### src/hdl/tkf_pkg.sv
// package: shared types, constants and the cordic angle table for the tilt kalman filter
package tkf_pkg;

  localparam int CORDIC_STEPS_DEF = 16;
  localparam int FRAC_BITS_DEF    = 16;
  localparam int ANG_UNIT_BITS    = 24;
  localparam int COV_MAX          = 131071;
  localparam int ONE_Q16          = 65536;

  localparam logic [2:0] REG_PROCESS_NOISE  = 3'd0;
  localparam logic [2:0] REG_MEASURE_NOISE  = 3'd1;
  localparam logic [2:0] REG_TILT_RATE_GAIN = 3'd2;
  localparam logic [2:0] REG_YAW_RATE_GAIN  = 3'd3;
  localparam logic [2:0] REG_YAW_RATE_BIAS  = 3'd4;

  typedef enum logic [3:0] {
    ST_IDLE,
    ST_CORDIC_INIT,
    ST_CORDIC_STEP,
    ST_ANGLE,
    ST_PREDICT,
    ST_DIV_INIT,
    ST_DIV_STEP,
    ST_UPDATE_MUL,
    ST_UPDATE,
    ST_NEXT_AXIS,
    ST_OUT
  } state_t;

  typedef struct packed {
    logic load;
    logic axis;
    logic cordic_init;
    logic cordic_step;
    logic angle;
    logic predict;
    logic div_init;
    logic div_step;
    logic update_mul;
    logic update;
    logic output_load;
  } cmd_t;

  typedef struct packed {
    logic cordic_done;
    logic div_done;
  } status_t;

  function automatic logic [29:0] atan_entry(input logic [4:0] i);
    logic [29:0] v;
    case (i)
      5'd0:  v = 30'd754974720;
      5'd1:  v = 30'd445687602;
      5'd2:  v = 30'd235489088;
      5'd3:  v = 30'd119537938;
      5'd4:  v = 30'd60000934;
      5'd5:  v = 30'd30029717;
      5'd6:  v = 30'd15018523;
      5'd7:  v = 30'd7509720;
      5'd8:  v = 30'd3754917;
      5'd9:  v = 30'd1877466;
      5'd10: v = 30'd938734;
      5'd11: v = 30'd469367;
      5'd12: v = 30'd234684;
      5'd13: v = 30'd117342;
      5'd14: v = 30'd58671;
      5'd15: v = 30'd29335;
      5'd16: v = 30'd14668;
      5'd17: v = 30'd7334;
      5'd18: v = 30'd3667;
      5'd19: v = 30'd1833;
      5'd20: v = 30'd917;
      5'd21: v = 30'd458;
      5'd22: v = 30'd229;
      5'd23: v = 30'd115;
      default: v = 30'd0;
    endcase
    return v;
  endfunction

endpackage

### src/hdl/tkf_ctrl.sv
// controller: sequences cordic, prediction, gain division and update for each axis
module tkf_ctrl (
  input  logic             clk,
  input  logic             rst,
  input  logic             in_valid,
  output logic             in_ready,
  output logic             out_valid,
  input  logic             out_ready,
  input  tkf_pkg::status_t status,
  output tkf_pkg::cmd_t    cmd
);

  tkf_pkg::state_t state, state_next;
  logic axis, axis_next;
  logic out_full, out_full_next;

  always_ff @(posedge clk) begin
    if (rst) begin
      state    <= tkf_pkg::ST_IDLE;
      axis     <= 1'b0;
      out_full <= 1'b0;
    end else begin
      state    <= state_next;
      axis     <= axis_next;
      out_full <= out_full_next;
    end
  end

  always_comb begin
    state_next = state;
    axis_next  = axis;
    case (state)
      tkf_pkg::ST_IDLE: if (in_valid) begin
        state_next = tkf_pkg::ST_CORDIC_INIT;
        axis_next  = 1'b0;
      end
      tkf_pkg::ST_CORDIC_INIT: state_next = tkf_pkg::ST_CORDIC_STEP;
      tkf_pkg::ST_CORDIC_STEP: if (status.cordic_done) state_next = tkf_pkg::ST_ANGLE;
      tkf_pkg::ST_ANGLE:       state_next = tkf_pkg::ST_PREDICT;
      tkf_pkg::ST_PREDICT:     state_next = tkf_pkg::ST_DIV_INIT;
      tkf_pkg::ST_DIV_INIT:    state_next = tkf_pkg::ST_DIV_STEP;
      tkf_pkg::ST_DIV_STEP:    if (status.div_done) state_next = tkf_pkg::ST_UPDATE_MUL;
      tkf_pkg::ST_UPDATE_MUL:  state_next = tkf_pkg::ST_UPDATE;
      tkf_pkg::ST_UPDATE:      state_next = tkf_pkg::ST_NEXT_AXIS;
      tkf_pkg::ST_NEXT_AXIS: begin
        if (axis) begin
          state_next = tkf_pkg::ST_OUT;
        end else begin
          axis_next  = 1'b1;
          state_next = tkf_pkg::ST_CORDIC_INIT;
        end
      end
      tkf_pkg::ST_OUT: if (!out_full || out_ready) state_next = tkf_pkg::ST_IDLE;
      default: state_next = tkf_pkg::ST_IDLE;
    endcase
  end

  always_comb begin
    out_full_next = out_full;
    if (out_full && out_ready) out_full_next = 1'b0;
    if (state == tkf_pkg::ST_OUT && (!out_full || out_ready)) out_full_next = 1'b1;
  end

  always_comb begin
    cmd             = '0;
    cmd.axis        = axis;
    cmd.load        = (state == tkf_pkg::ST_IDLE) && in_valid;
    cmd.cordic_init = (state == tkf_pkg::ST_CORDIC_INIT);
    cmd.cordic_step = (state == tkf_pkg::ST_CORDIC_STEP);
    cmd.angle       = (state == tkf_pkg::ST_ANGLE);
    cmd.predict     = (state == tkf_pkg::ST_PREDICT);
    cmd.div_init    = (state == tkf_pkg::ST_DIV_INIT);
    cmd.div_step    = (state == tkf_pkg::ST_DIV_STEP);
    cmd.update_mul  = (state == tkf_pkg::ST_UPDATE_MUL);
    cmd.update      = (state == tkf_pkg::ST_UPDATE);
    cmd.output_load = (state == tkf_pkg::ST_OUT) && (!out_full || out_ready);
  end

  assign in_ready  = (state == tkf_pkg::ST_IDLE);
  assign out_valid = out_full;

endmodule

### config.mk
export PLATFORM = sky130hd
export DESIGN_NAME = tkf_ctrl
export DESIGN_NICKNAME = d
export VERILOG_FILES = /design/src/hdl/tkf_pkg.sv /design/src/hdl/tkf_ctrl.sv
export SDC_FILE = /design/constraint.sdc
export NUM_CORES = 1
export LEC_CHECK = 0
export ABC_AREA = 1
export BUFFER_PORTS_ARGS = -buffer_cell sky130_fd_sc_hd__buf_4
export CAP_MARGIN = 30
export CORE_AREA = 8 8 45 47
export DETAILED_ROUTE_END_ITERATION = 16
export DIE_AREA = 0 0 53 55
export GPL_TIMING_DRIVEN = 0
export MAX_ROUTING_LAYER = met4
export PLACE_DENSITY_LB_ADDON = 0.1
export SYNTH_ARGS = -nofsm -noshare
export SYNTH_HDL_FRONTEND = slang
export SYNTH_SLANG_ARGS = --single-unit
### constraint.sdc
create_clock -name clk -period 1.5 [get_ports clk]
set_input_delay 0.45 -clock clk [delete_from_list [all_inputs] [get_ports clk]]
set_output_delay 0.45 -clock clk [all_outputs]
set_load 0.01 [all_outputs]
# [Yosys cells after proc, flatten, opt, wreduce, memory -nomap -nowiden]
# Index checks and enable logic that the tools add are counted.
[totals] register_bits=6 out_inout_bits=13
[classes] n_reduce_logical=10 n_mux=10 eq_ne=14
[ops] op="one-hot mux 4 bit (11 select lines)" count=1
[ops] op="two-way mux 4 bit" count=5
[ops] op="equality test 4 x 3 -> 1 bit (second input constant)" count=4
[ops] op="equality test 4 bit (second input constant)" count=3
[ops] op="equality test 4 x 2 -> 1 bit (second input constant)" count=2
[ops] op="!= test 2 bit (second input constant)" count=4
[ops] op="equality test 4 x 1 -> 1 bit (second input constant)" count=1
[ops] op="logical NOT 4 bit" count=1
[ops] op="AND reduction 4 bit" count=1
[ops] op="nonzero test 2 bit" count=2
[ops] op="logical AND 1 bit" count=3
[ops] op="two-way mux 1 bit" count=3
[ops] op="one-hot mux 1 bit (2 select lines)" count=1
[ops] op="AND reduction 2 bit" count=1
[ops] op="logical NOT 1 bit" count=1
[ops] op="logical OR 1 bit" count=1

# [Longest topological paths before layout]
# Gate-level depths: netlist of the first run.
[depth] depth_word=4 mapped_depth=7 depth_no_buf=7

# [Worst setup path after synthesis of the first run]
# Ideal clock, no wire load.
[synth_path] path_type="reg-to-output" start="reg state[1]" end="out cmd[0] (netlist bit)" required_time_ps=1050 stages_incl_launch_ff=6 path_slack_ps=120 t_arrival_ps=930 path_cell_list="dfxtp_1 > inv_2 > nor2_4 > inv_2 > nor4_2 > buf_4"
[synth_lines] item="from (decl)" line="tkf_ctrl.sv:13" text="tkf_pkg::state_t state, state_next;"
[synth_lines] item="from (signal assigned)" line="tkf_ctrl.sv:19" text="state <= tkf_pkg::ST_IDLE;"
[synth_lines] item="from (signal assigned)" line="tkf_ctrl.sv:23" text="state <= state_next;"
[synth_lines] item="to (decl)" line="tkf_ctrl.sv:10" text="output tkf_pkg::cmd_t cmd"

==> impl_metrics.xml, run 1 <==
<?xml version="1.0" encoding="UTF-8"?>
<metrics>
  <group name="critical_path">
    <metric name="startpoint_type" unit="">flop</metric>
    <metric name="worstPathRequired" unit="ns">1.05</metric>
    <metric name="critPathCaptureType" unit="">primary output</metric>
    <metric name="crit_arrival" unit="ns">1.16</metric>
    <metric name="critPathMaxStageDelay" unit="ns">0.38</metric>
    <metric name="crit_chain" unit="">inv_4 &gt; nor2_4 &gt; inv_2 &gt; nor4_4 &gt; buf_4</metric>
    <metric name="category_of_the_most_critical_setup_path" unit="">flop to primary output</metric>
    <metric name="path_max_fanout" unit="">4</metric>
    <metric name="worst_path_max_delay_cell" unit="">dfxtp_4</metric>
  </group>
  <group name="floorplan">
    <metric name="number_of_top_level_design_ports" unit="">19</metric>
    <metric name="initial_core_util" unit="%">31.1</metric>
    <metric name="chipWidth" unit="um">53</metric>
    <metric name="fp.coreArea" unit="um^2">1380</metric>
    <metric name="placement_rows" unit="">14</metric>
    <metric name="die_area" unit="um^2">2920</metric>
    <metric name="dieHeight" unit="um">55</metric>
  </group>
  <group name="routing">
    <metric name="drt_iter0_drc" unit="">3</metric>
    <metric name="routed-via-count" unit="">508</metric>
    <metric name="vias_per_cell" unit="">4.46</metric>
    <metric name="drc_markers" unit="">0</metric>
    <metric name="detail_route.first_pass.iterations" unit="">3</metric>
    <metric name="routedWlPerCell" unit="um">11.0</metric>
    <metric name="route.final.wire_length" unit="mm">1.25</metric>
    <metric name="drt.antenna.violating_nets" unit="">0</metric>
  </group>
  <group name="logic_synthesis">
    <metric name="post_synth_num_cell_types" unit="">19</metric>
    <metric name="synth_sequential_area_ratio" unit="%">27.9</metric>
    <metric name="post_synth_xor_area_fraction" unit="%">0</metric>
    <metric name="yosysWarningCount" unit="">0</metric>
    <metric name="synth-main-ff-cell" unit="">dfxtp_1</metric>
    <metric name="edff_count_synth" unit="">0</metric>
    <metric name="postSynth.asyncResetShare" unit="%">0</metric>
    <metric name="synth_fa_ha_area_share" unit="%">0</metric>
    <metric name="synth.mux.area_fraction" unit="%">0</metric>
    <metric name="syn-cell-area" unit="um^2">430</metric>
    <metric name="synth-simple-area-share" unit="%">43.6</metric>
    <metric name="syn_inst" unit="">69</metric>
    <metric name="main_combinational_cell_family_by_area_after_synthesis" unit="">simple AND/OR/NAND/NOR gates</metric>
    <metric name="synthesis.nets" unit="">75</metric>
    <metric name="post_synth.cell_area_avg" unit="um^2">6.24</metric>
    <metric name="ffs_latches_synth" unit="">6</metric>
    <metric name="synth_compound_gate_area_share" unit="%">11.0</metric>
  </group>
  <group name="pwr">
    <metric name="ir_drop" unit="mV">0.574</metric>
    <metric name="power.switching_fraction" unit="%">35.6</metric>
    <metric name="power.switching" unit="mW">0.214</metric>
    <metric name="cellInternalPower" unit="mW">0.388</metric>
    <metric name="total_leakage_power" unit="nW">0.381</metric>
    <metric name="overall_power_of_the_completed_layout" unit="mW">0.603</metric>
    <metric name="share_comb_of_total_power" unit="%">42.7</metric>
    <metric name="pwr-share-seq" unit="%">34.1</metric>
    <metric name="cellPowerDensity" unit="nW/um^2">799</metric>
    <metric name="pwr-share-clk" unit="%">23.2</metric>
  </group>
  <group name="clock_tree">
    <metric name="clock_insertion_delay_worst_skew" unit="ns">0.24</metric>
    <metric name="cts.hold.buffers_added" unit="">0</metric>
    <metric name="cts_tree" unit="">built</metric>
    <metric name="clkSlewWorstSetupHoldPaths" unit="ns">0.04</metric>
    <metric name="ctsHtreeMaxLevel" unit="">1</metric>
    <metric name="tritoncts.num_buffers" unit="">3</metric>
    <metric name="clockRootBuffer" unit="">clkbuf_4</metric>
    <metric name="max-clock-path-buffers" unit="">2</metric>
    <metric name="cts_sinks" unit="">6</metric>
  </group>
  <group name="global_route">
    <metric name="groute.usage.overall" unit="%">9.18</metric>
    <metric name="antenna_violations_before_repair" unit="">0</metric>
    <metric name="wire_length_of_the_first_global_routing_pass" unit="mm">1.95</metric>
    <metric name="overflow" unit="">0</metric>
    <metric name="grt_max_degree" unit="">8</metric>
    <metric name="first_global_vias" unit="">484</metric>
  </group>
  <group name="worst_hold_path">
    <metric name="worst_min_delay_path_class" unit="">primary input to flop</metric>
  </group>
  <group name="place">
    <metric name="placedInstanceArea" unit="um^2">586</metric>
    <metric name="numPortBuffers" unit="">18</metric>
    <metric name="routabilityCongestion" unit="">0.887</metric>
    <metric name="dp.final_hpwl" unit="um">907</metric>
  </group>
  <group name="sta">
    <metric name="tightest_slew" unit="ns">0.295</metric>
    <metric name="setup_ws" unit="ns">-0.106</metric>
    <metric name="fmaxAchievable" unit="GHz">0.623</metric>
    <metric name="clock_tree_skew_after_final_layout" unit="ns">0.00171</metric>
    <metric name="grt_setup_unrepaired" unit="">true</metric>
    <metric name="timing.final.max_slew_violations" unit="">0</metric>
    <metric name="share_of_the_clock_period_used_by_the_worst_path" unit="%">107</metric>
    <metric name="max-slew-margin-rel" unit="%">80.3</metric>
    <metric name="layout_min_cycle_time" unit="ns">1.61</metric>
    <metric name="setup_viol_count_final" unit="">9</metric>
    <metric name="timing_hold_violations_final" unit="">0</metric>
  </group>
  <group name="cells_and_area">
    <metric name="design_area" unit="um^2">754</metric>
    <metric name="antenna-diode-count" unit="">0</metric>
    <metric name="layout.cells.most_common_list" unit="">buf_4, nor2_1, inv_1</metric>
    <metric name="post_route_cells_drive_above_1_share" unit="%">60.2</metric>
    <metric name="final_nets" unit="">106</metric>
    <metric name="mostFrequentLayoutCell" unit="">buf_4</metric>
    <metric name="syn2layout_area_growth" unit="%">75.3</metric>
  </group>
  <group name="outcome">
    <metric name="status" unit="">finished, violations left</metric>
    <metric name="violated_checks" unit="">negative setup slack</metric>
  </group>
  <group name="run">
    <metric name="max_cap_violations" unit="">0</metric>
  </group>
</metrics>
==> final timing paths <==
kind,from,endpoint,slack [ns],cells after the start
setup / recovery,state[1]$_SDFFE_PP0P_,cmd[0],-0.11,5
hold / removal,rst,state[1]$_SDFFE_PP0P_,0.41,2
setup reg to reg,state[3]$_SDFFE_PP0P_,state[1]$_SDFFE_PP0P_,0.21,9
hold reg to reg,axis$_SDFFE_PP0P_,axis$_SDFFE_PP0P_,0.52,2
==> logic make-up (layout without fill, tap and decap cells) <==
logic type | after synthesis | after routing
and+or+nand+nor | 37 | 37
AOI/OAI and AO/OA | 8 | 8
DFF | 6 | 6
buffers and inverters | 18 | 47
==> final cells by class <==
class,instances,area [um^2]
clock buffers,3,22.5
fillers,138,629
plain buffers,1,7.51
inverters,16,68.8
multi-input cells,45,279
flip-flops and latches,6,135
repair buffers,27,221
well taps,16,20.0
==> synthesized netlist by cell type, types with 2 or more instances <==
master    n  area, um^2
nor2_1   13        48.8
buf_4     2        15.0
o21ai_1   2        10.0
nand3_1   5        25.0
nor2_4    2        22.5
dfxtp_1   6         120
o21ai_0   2        10.0
nand2_1   9        33.8
a21oi_1   2        10.0
nor2_2    4        25.0
inv_2     4        15.0
inv_1    11        41.3
==> power groups by stage <==
stage	logic (mW)	clock network, mW	registers [mW]
2_1_floorplan	0.121	0	0.195
3_3_place_gp	0.196	0	0.198
3_5_place_dp	0.196	0	0.198
4_1_cts	0.219	0.150	0.200
5_1_grt	0.281	0.161	0.208
6_report	0.258	0.140	0.205
==> per-layer routing <==
metal	global-route usage, %	up-vias	wire, um
li1	-	272	-
met1	10.0	225	533
met2	14.3	9	630
met3	3.21	2	80
met4	5.17	0	6
met5	-	-	0
==> worst max-delay path: cells and delay by family, from the launching register on <==
| family | cells | cell delay [ns] |
|---|---|---|
| flip-flops | 1 | 0.38 |
| AND/OR/NAND/NOR | 2 | 0.26 |
| buffers and inverters | 3 | 0.28 |
==> through the flow <==
step | setup TNS, ns | utilization [%] | cells | setup slack [ns] | hold slack (ns)
4_1_cts | -0.359 | 49.2 | 109 | -0.109 | 0.402
3_3_place_gp | -0.0756 | 42.3 | 103 | -0.0756 | 0.508
2_1_floorplan | 0 | - | 69 | 0.120 | 0.470
6_report | -0.276 | 54.5 | 114 | -0.106 | 0.408
3_5_place_dp | -0.0630 | 42.3 | 103 | -0.0630 | 0.507
5_1_grt | -0.820 | 54.5 | 114 | -0.189 | 0.404
==> timing repair <==
action / CTS / global route
setup buffers: 4 / 5
resized for setup: 20 / 12
pin swaps: 5 / 5
setup endpoints to repair: 11 / 11
==> flip-flops by register name (all words and copies together) (netlist names) <==
signal     count
state          4
axis           1
out_valid      1
Power figures use the tool's default switching activity.
==> run 2, diff against run 1 <==
Settings changed: ABC_AREA 1 to unset, CORE_AREA 8 8 45 47 to unset, CORE_MARGIN set to 8, CORE_UTILIZATION set to 35, DIE_AREA 0 0 53 55 to unset.
==> impl_metrics.xml, run 2 <==
<?xml version="1.0" encoding="UTF-8"?>
<metrics>
  <group name="outcome">
    <metric name="status" unit="">finished, violations left</metric>
    <metric name="violated_checks" unit="">negative setup slack</metric>
  </group>
  <group name="floorplan">
    <metric name="initial_core_util" unit="%">37.4</metric>
    <metric name="chipWidth" unit="um">53.1</metric>
    <metric name="fp.coreArea" unit="um^2">1280</metric>
    <metric name="placement_rows" unit="">13</metric>
    <metric name="dieHeight" unit="um">53.1</metric>
    <metric name="die_area" unit="um^2">2810</metric>
    <metric name="number_of_top_level_design_ports" unit="">19</metric>
  </group>
  <group name="sta">
    <metric name="max-slew-margin-rel" unit="%">81.8</metric>
    <metric name="clock_tree_skew_after_final_layout" unit="ns">0.000108</metric>
    <metric name="grt_setup_unrepaired" unit="">true</metric>
    <metric name="timing.final.max_slew_violations" unit="">0</metric>
    <metric name="setup_ws" unit="ns">-0.162</metric>
    <metric name="share_of_the_clock_period_used_by_the_worst_path" unit="%">111</metric>
    <metric name="setup_viol_count_final" unit="">11</metric>
    <metric name="layout_min_cycle_time" unit="ns">1.66</metric>
    <metric name="tightest_slew" unit="ns">0.273</metric>
    <metric name="fmaxAchievable" unit="GHz">0.602</metric>
    <metric name="timing_hold_violations_final" unit="">0</metric>
  </group>
  <group name="logic_synthesis">
    <metric name="syn-cell-area" unit="um^2">480</metric>
    <metric name="synth_top_cell_by_area" unit="">dfxtp_1</metric>
    <metric name="synth.most_common_cell" unit="">nor2_1</metric>
    <metric name="postSynth.asyncResetShare" unit="%">0</metric>
    <metric name="synth_sequential_area_ratio" unit="%">25.0</metric>
    <metric name="post_synth.cell_area_avg" unit="um^2">8.28</metric>
    <metric name="yosysWarningCount" unit="">0</metric>
    <metric name="post_synth_most_frequent_cells" unit="">nor2_1, dfxtp_1, nor3_1, a21oi_1</metric>
    <metric name="fraction_of_post_synthesis_cell_area_in_the_top_cell_type_by_area" unit="%">25.0</metric>
    <metric name="post_synth_num_cell_types" unit="">26</metric>
    <metric name="syn_inst" unit="">58</metric>
    <metric name="synth_area_leaders" unit="">dfxtp_1, nor3_1, nor2_1</metric>
    <metric name="ffs_latches_synth" unit="">6</metric>
    <metric name="synthesis.nets" unit="">64</metric>
    <metric name="edff_count_synth" unit="">0</metric>
    <metric name="synth-main-ff-cell" unit="">dfxtp_1</metric>
  </group>
  <group name="pwr">
    <metric name="total_leakage_power" unit="nW">0.399</metric>
    <metric name="ir_drop" unit="mV">0.630</metric>
    <metric name="cellPowerDensity" unit="nW/um^2">865</metric>
  </group>
  <group name="clock_tree">
    <metric name="tritoncts.num_buffers" unit="">3</metric>
    <metric name="ctsHtreeMaxLevel" unit="">1</metric>
    <metric name="cts_tree" unit="">built</metric>
    <metric name="cts.hold.buffers_added" unit="">0</metric>
    <metric name="max-clock-path-buffers" unit="">2</metric>
    <metric name="clock_insertion_delay_worst_skew" unit="ns">0.24</metric>
    <metric name="cts_sinks" unit="">6</metric>
    <metric name="clkSlewWorstSetupHoldPaths" unit="ns">0.04</metric>
    <metric name="clockRootBuffer" unit="">clkbuf_4</metric>
  </group>
  <group name="routing">
    <metric name="drt.antenna.violating_nets" unit="">0</metric>
    <metric name="drt_iter0_drc" unit="">15</metric>
    <metric name="routed-via-count" unit="">549</metric>
    <metric name="routedWlPerCell" unit="um">14.7</metric>
    <metric name="drc_markers" unit="">0</metric>
    <metric name="route.final.wire_length" unit="mm">1.62</metric>
    <metric name="detail_route.first_pass.iterations" unit="">5</metric>
    <metric name="vias_per_cell" unit="">4.99</metric>
  </group>
  <group name="global_route">
    <metric name="groute.usage.overall" unit="%">12.0</metric>
    <metric name="grt_max_degree" unit="">9</metric>
    <metric name="wire_length_of_the_first_global_routing_pass" unit="mm">2.51</metric>
    <metric name="overflow" unit="">0</metric>
    <metric name="use_met1" unit="%">13.4</metric>
    <metric name="antenna_violations_before_repair" unit="">0</metric>
    <metric name="met2_usage" unit="%">20.3</metric>
    <metric name="first_global_vias" unit="">564</metric>
    <metric name="grt.busiest_layer" unit="">met2</metric>
    <metric name="grtUsageMet3" unit="%">3.92</metric>
  </group>
  <group name="cells_and_area">
    <metric name="final_nets" unit="">103</metric>
    <metric name="post-route-util" unit="%">71.6</metric>
    <metric name="mostFrequentLayoutCell" unit="">buf_4</metric>
    <metric name="area_used_by_multi_input_combinational_logic" unit="um^2">408</metric>
    <metric name="fill_cells" unit="">103</metric>
    <metric name="registers.top_by_ff_count" unit="">state</metric>
    <metric name="antenna-diode-count" unit="">0</metric>
    <metric name="syn2layout_area_growth" unit="%">91.4</metric>
    <metric name="number_of_cells_in_the_finished_layout_apart_from_fillers" unit="">110</metric>
    <metric name="area_taken_by_flip_flops_and_latches" unit="um^2">131</metric>
    <metric name="max_reg_flops" unit="">4</metric>
    <metric name="post_route_cells_drive_above_1_share" unit="%">73.7</metric>
    <metric name="layout.cells.most_common_list" unit="">buf_4, buf_6, a21oi_1</metric>
  </group>
  <group name="critical_path">
    <metric name="crit_chain" unit="">buf_6 &gt; or2b_4 &gt; nor2_2 &gt; buf_4</metric>
    <metric name="crit_buf_inv" unit="">2</metric>
    <metric name="worst_path_top_cell_family_by_delay" unit="">simple AND/OR/NAND/NOR gates</metric>
    <metric name="critPathCaptureType" unit="">primary output</metric>
    <metric name="crit_arrival" unit="ns">1.21</metric>
    <metric name="startpoint_type" unit="">flop</metric>
    <metric name="category_of_the_most_critical_setup_path" unit="">flop to primary output</metric>
    <metric name="worstPathRequired" unit="ns">1.05</metric>
    <metric name="worst_path_max_delay_cell" unit="">dfxtp_2</metric>
    <metric name="path_max_fanout" unit="">5</metric>
    <metric name="critPathMaxStageDelay" unit="ns">0.35</metric>
  </group>
  <group name="place">
    <metric name="placedCellCount" unit="">91</metric>
    <metric name="dp_worst_setup_slack" unit="ns">-0.162</metric>
    <metric name="dp.final_hpwl" unit="um">909</metric>
    <metric name="numPortBuffers" unit="">18</metric>
    <metric name="routabilityCongestion" unit="">0.811</metric>
  </group>
  <group name="worst_hold_path">
    <metric name="worst_min_delay_path_class" unit="">primary input to flop</metric>
  </group>
  <group name="run">
    <metric name="max_cap_violations" unit="">0</metric>
  </group>
</metrics>
-- run 2: area by class of cell --
cell class	count	area share (%)
plain buffers	4	4.49
clock buffers	3	2.45
multi-input cells	46	44.4
flip-flops and latches	6	14.3
repair buffers	35	32.0
inverters	1	0.408
well taps	15	2.04
-- run 2: logic make-up (layout without fill, tap and decap cells) --
logic type / Yosys count / count (layout) / synth area share, %
XOR/XNOR: 1 / 1 / 1.82
AND/OR/NAND/NOR: 33 / 33 / 41.4
AO/OA/AOI/OAI: 11 / 11 / 18.5
buffers and inverters: 6 / 43 / 10.2
multiplexers: 1 / 1 / 3.12
flip-flops: 6 / 6 / 25.0
-- run 2: metrics by stage --
| stage | cell area [um^2] | hold WS, ns | power [mW] | TNS, ns |
|---|---|---|---|---|
| 6_report | 920 | 0.416 | 0.796 | -1.26 |
| 2_1_floorplan | 480 | 0.515 | 0.379 | 0 |
| 3_5_place_dp | 634 | 0.573 | 0.469 | -0.273 |
| 3_3_place_gp | 634 | 0.559 | 0.467 | -0.279 |
| 4_1_cts | 843 | 0.408 | 0.737 | -1.20 |
| 5_1_grt | 920 | 0.429 | 0.848 | -1.77 |
-- run 2: final timing paths --
| path | startpoint | endpoint | slack (ns) | cells after the start |
|---|---|---|---|---|
| hold reg to reg | state[3]$_SDFFE_PP0P_ | state[2]$_SDFFE_PP0P_ | 0.49 | 1 |
| setup / recovery | state[2]$_SDFFE_PP0P_ | cmd[5] | -0.16 | 4 |
| hold / removal | rst | state[3]$_SDFFE_PP0P_ | 0.42 | 2 |
| setup reg to reg | state[0]$_SDFFE_PP0P_ | state[1]$_SDFFE_PP0P_ | -0.06 | 5 |
-- run 2: what timing repair did --
action	CTS	global route
pin swaps	7	5
setup endpoints to repair	11	12
resized for setup	21	13
hold endpoints to repair	0	0
cloned	0	0
setup buffers	13	4
-- run 2: power by group --
group          internal, mW  leakage, nW  switching (mW)
registers             0.175       0.0516          0.0135
clock network        0.0903       0.0138          0.0546
logic                 0.252        0.333           0.210
total                 0.518        0.399           0.278
-- run 2: metal layers --
| layer | vias to the layer above | share of wire, % | wire (um) |
|---|---|---|---|
| li1 | 278 | - | - |
| met4 | 0 | 0.25 | 4 |
| met3 | 2 | 6.3 | 102 |
| met2 | 13 | 52 | 843 |
| met1 | 256 | 41 | 665 |
| met5 | - | 0 | 0 |
-- run 2: worst register-to-register path: stages (launching register included) --
cell and delay, ns:
dfxtp_2 0.32, buf_6 0.13, or2_4 0.27, buf_4 0.15, o311ai_4 0.26, mux2_4 0.32
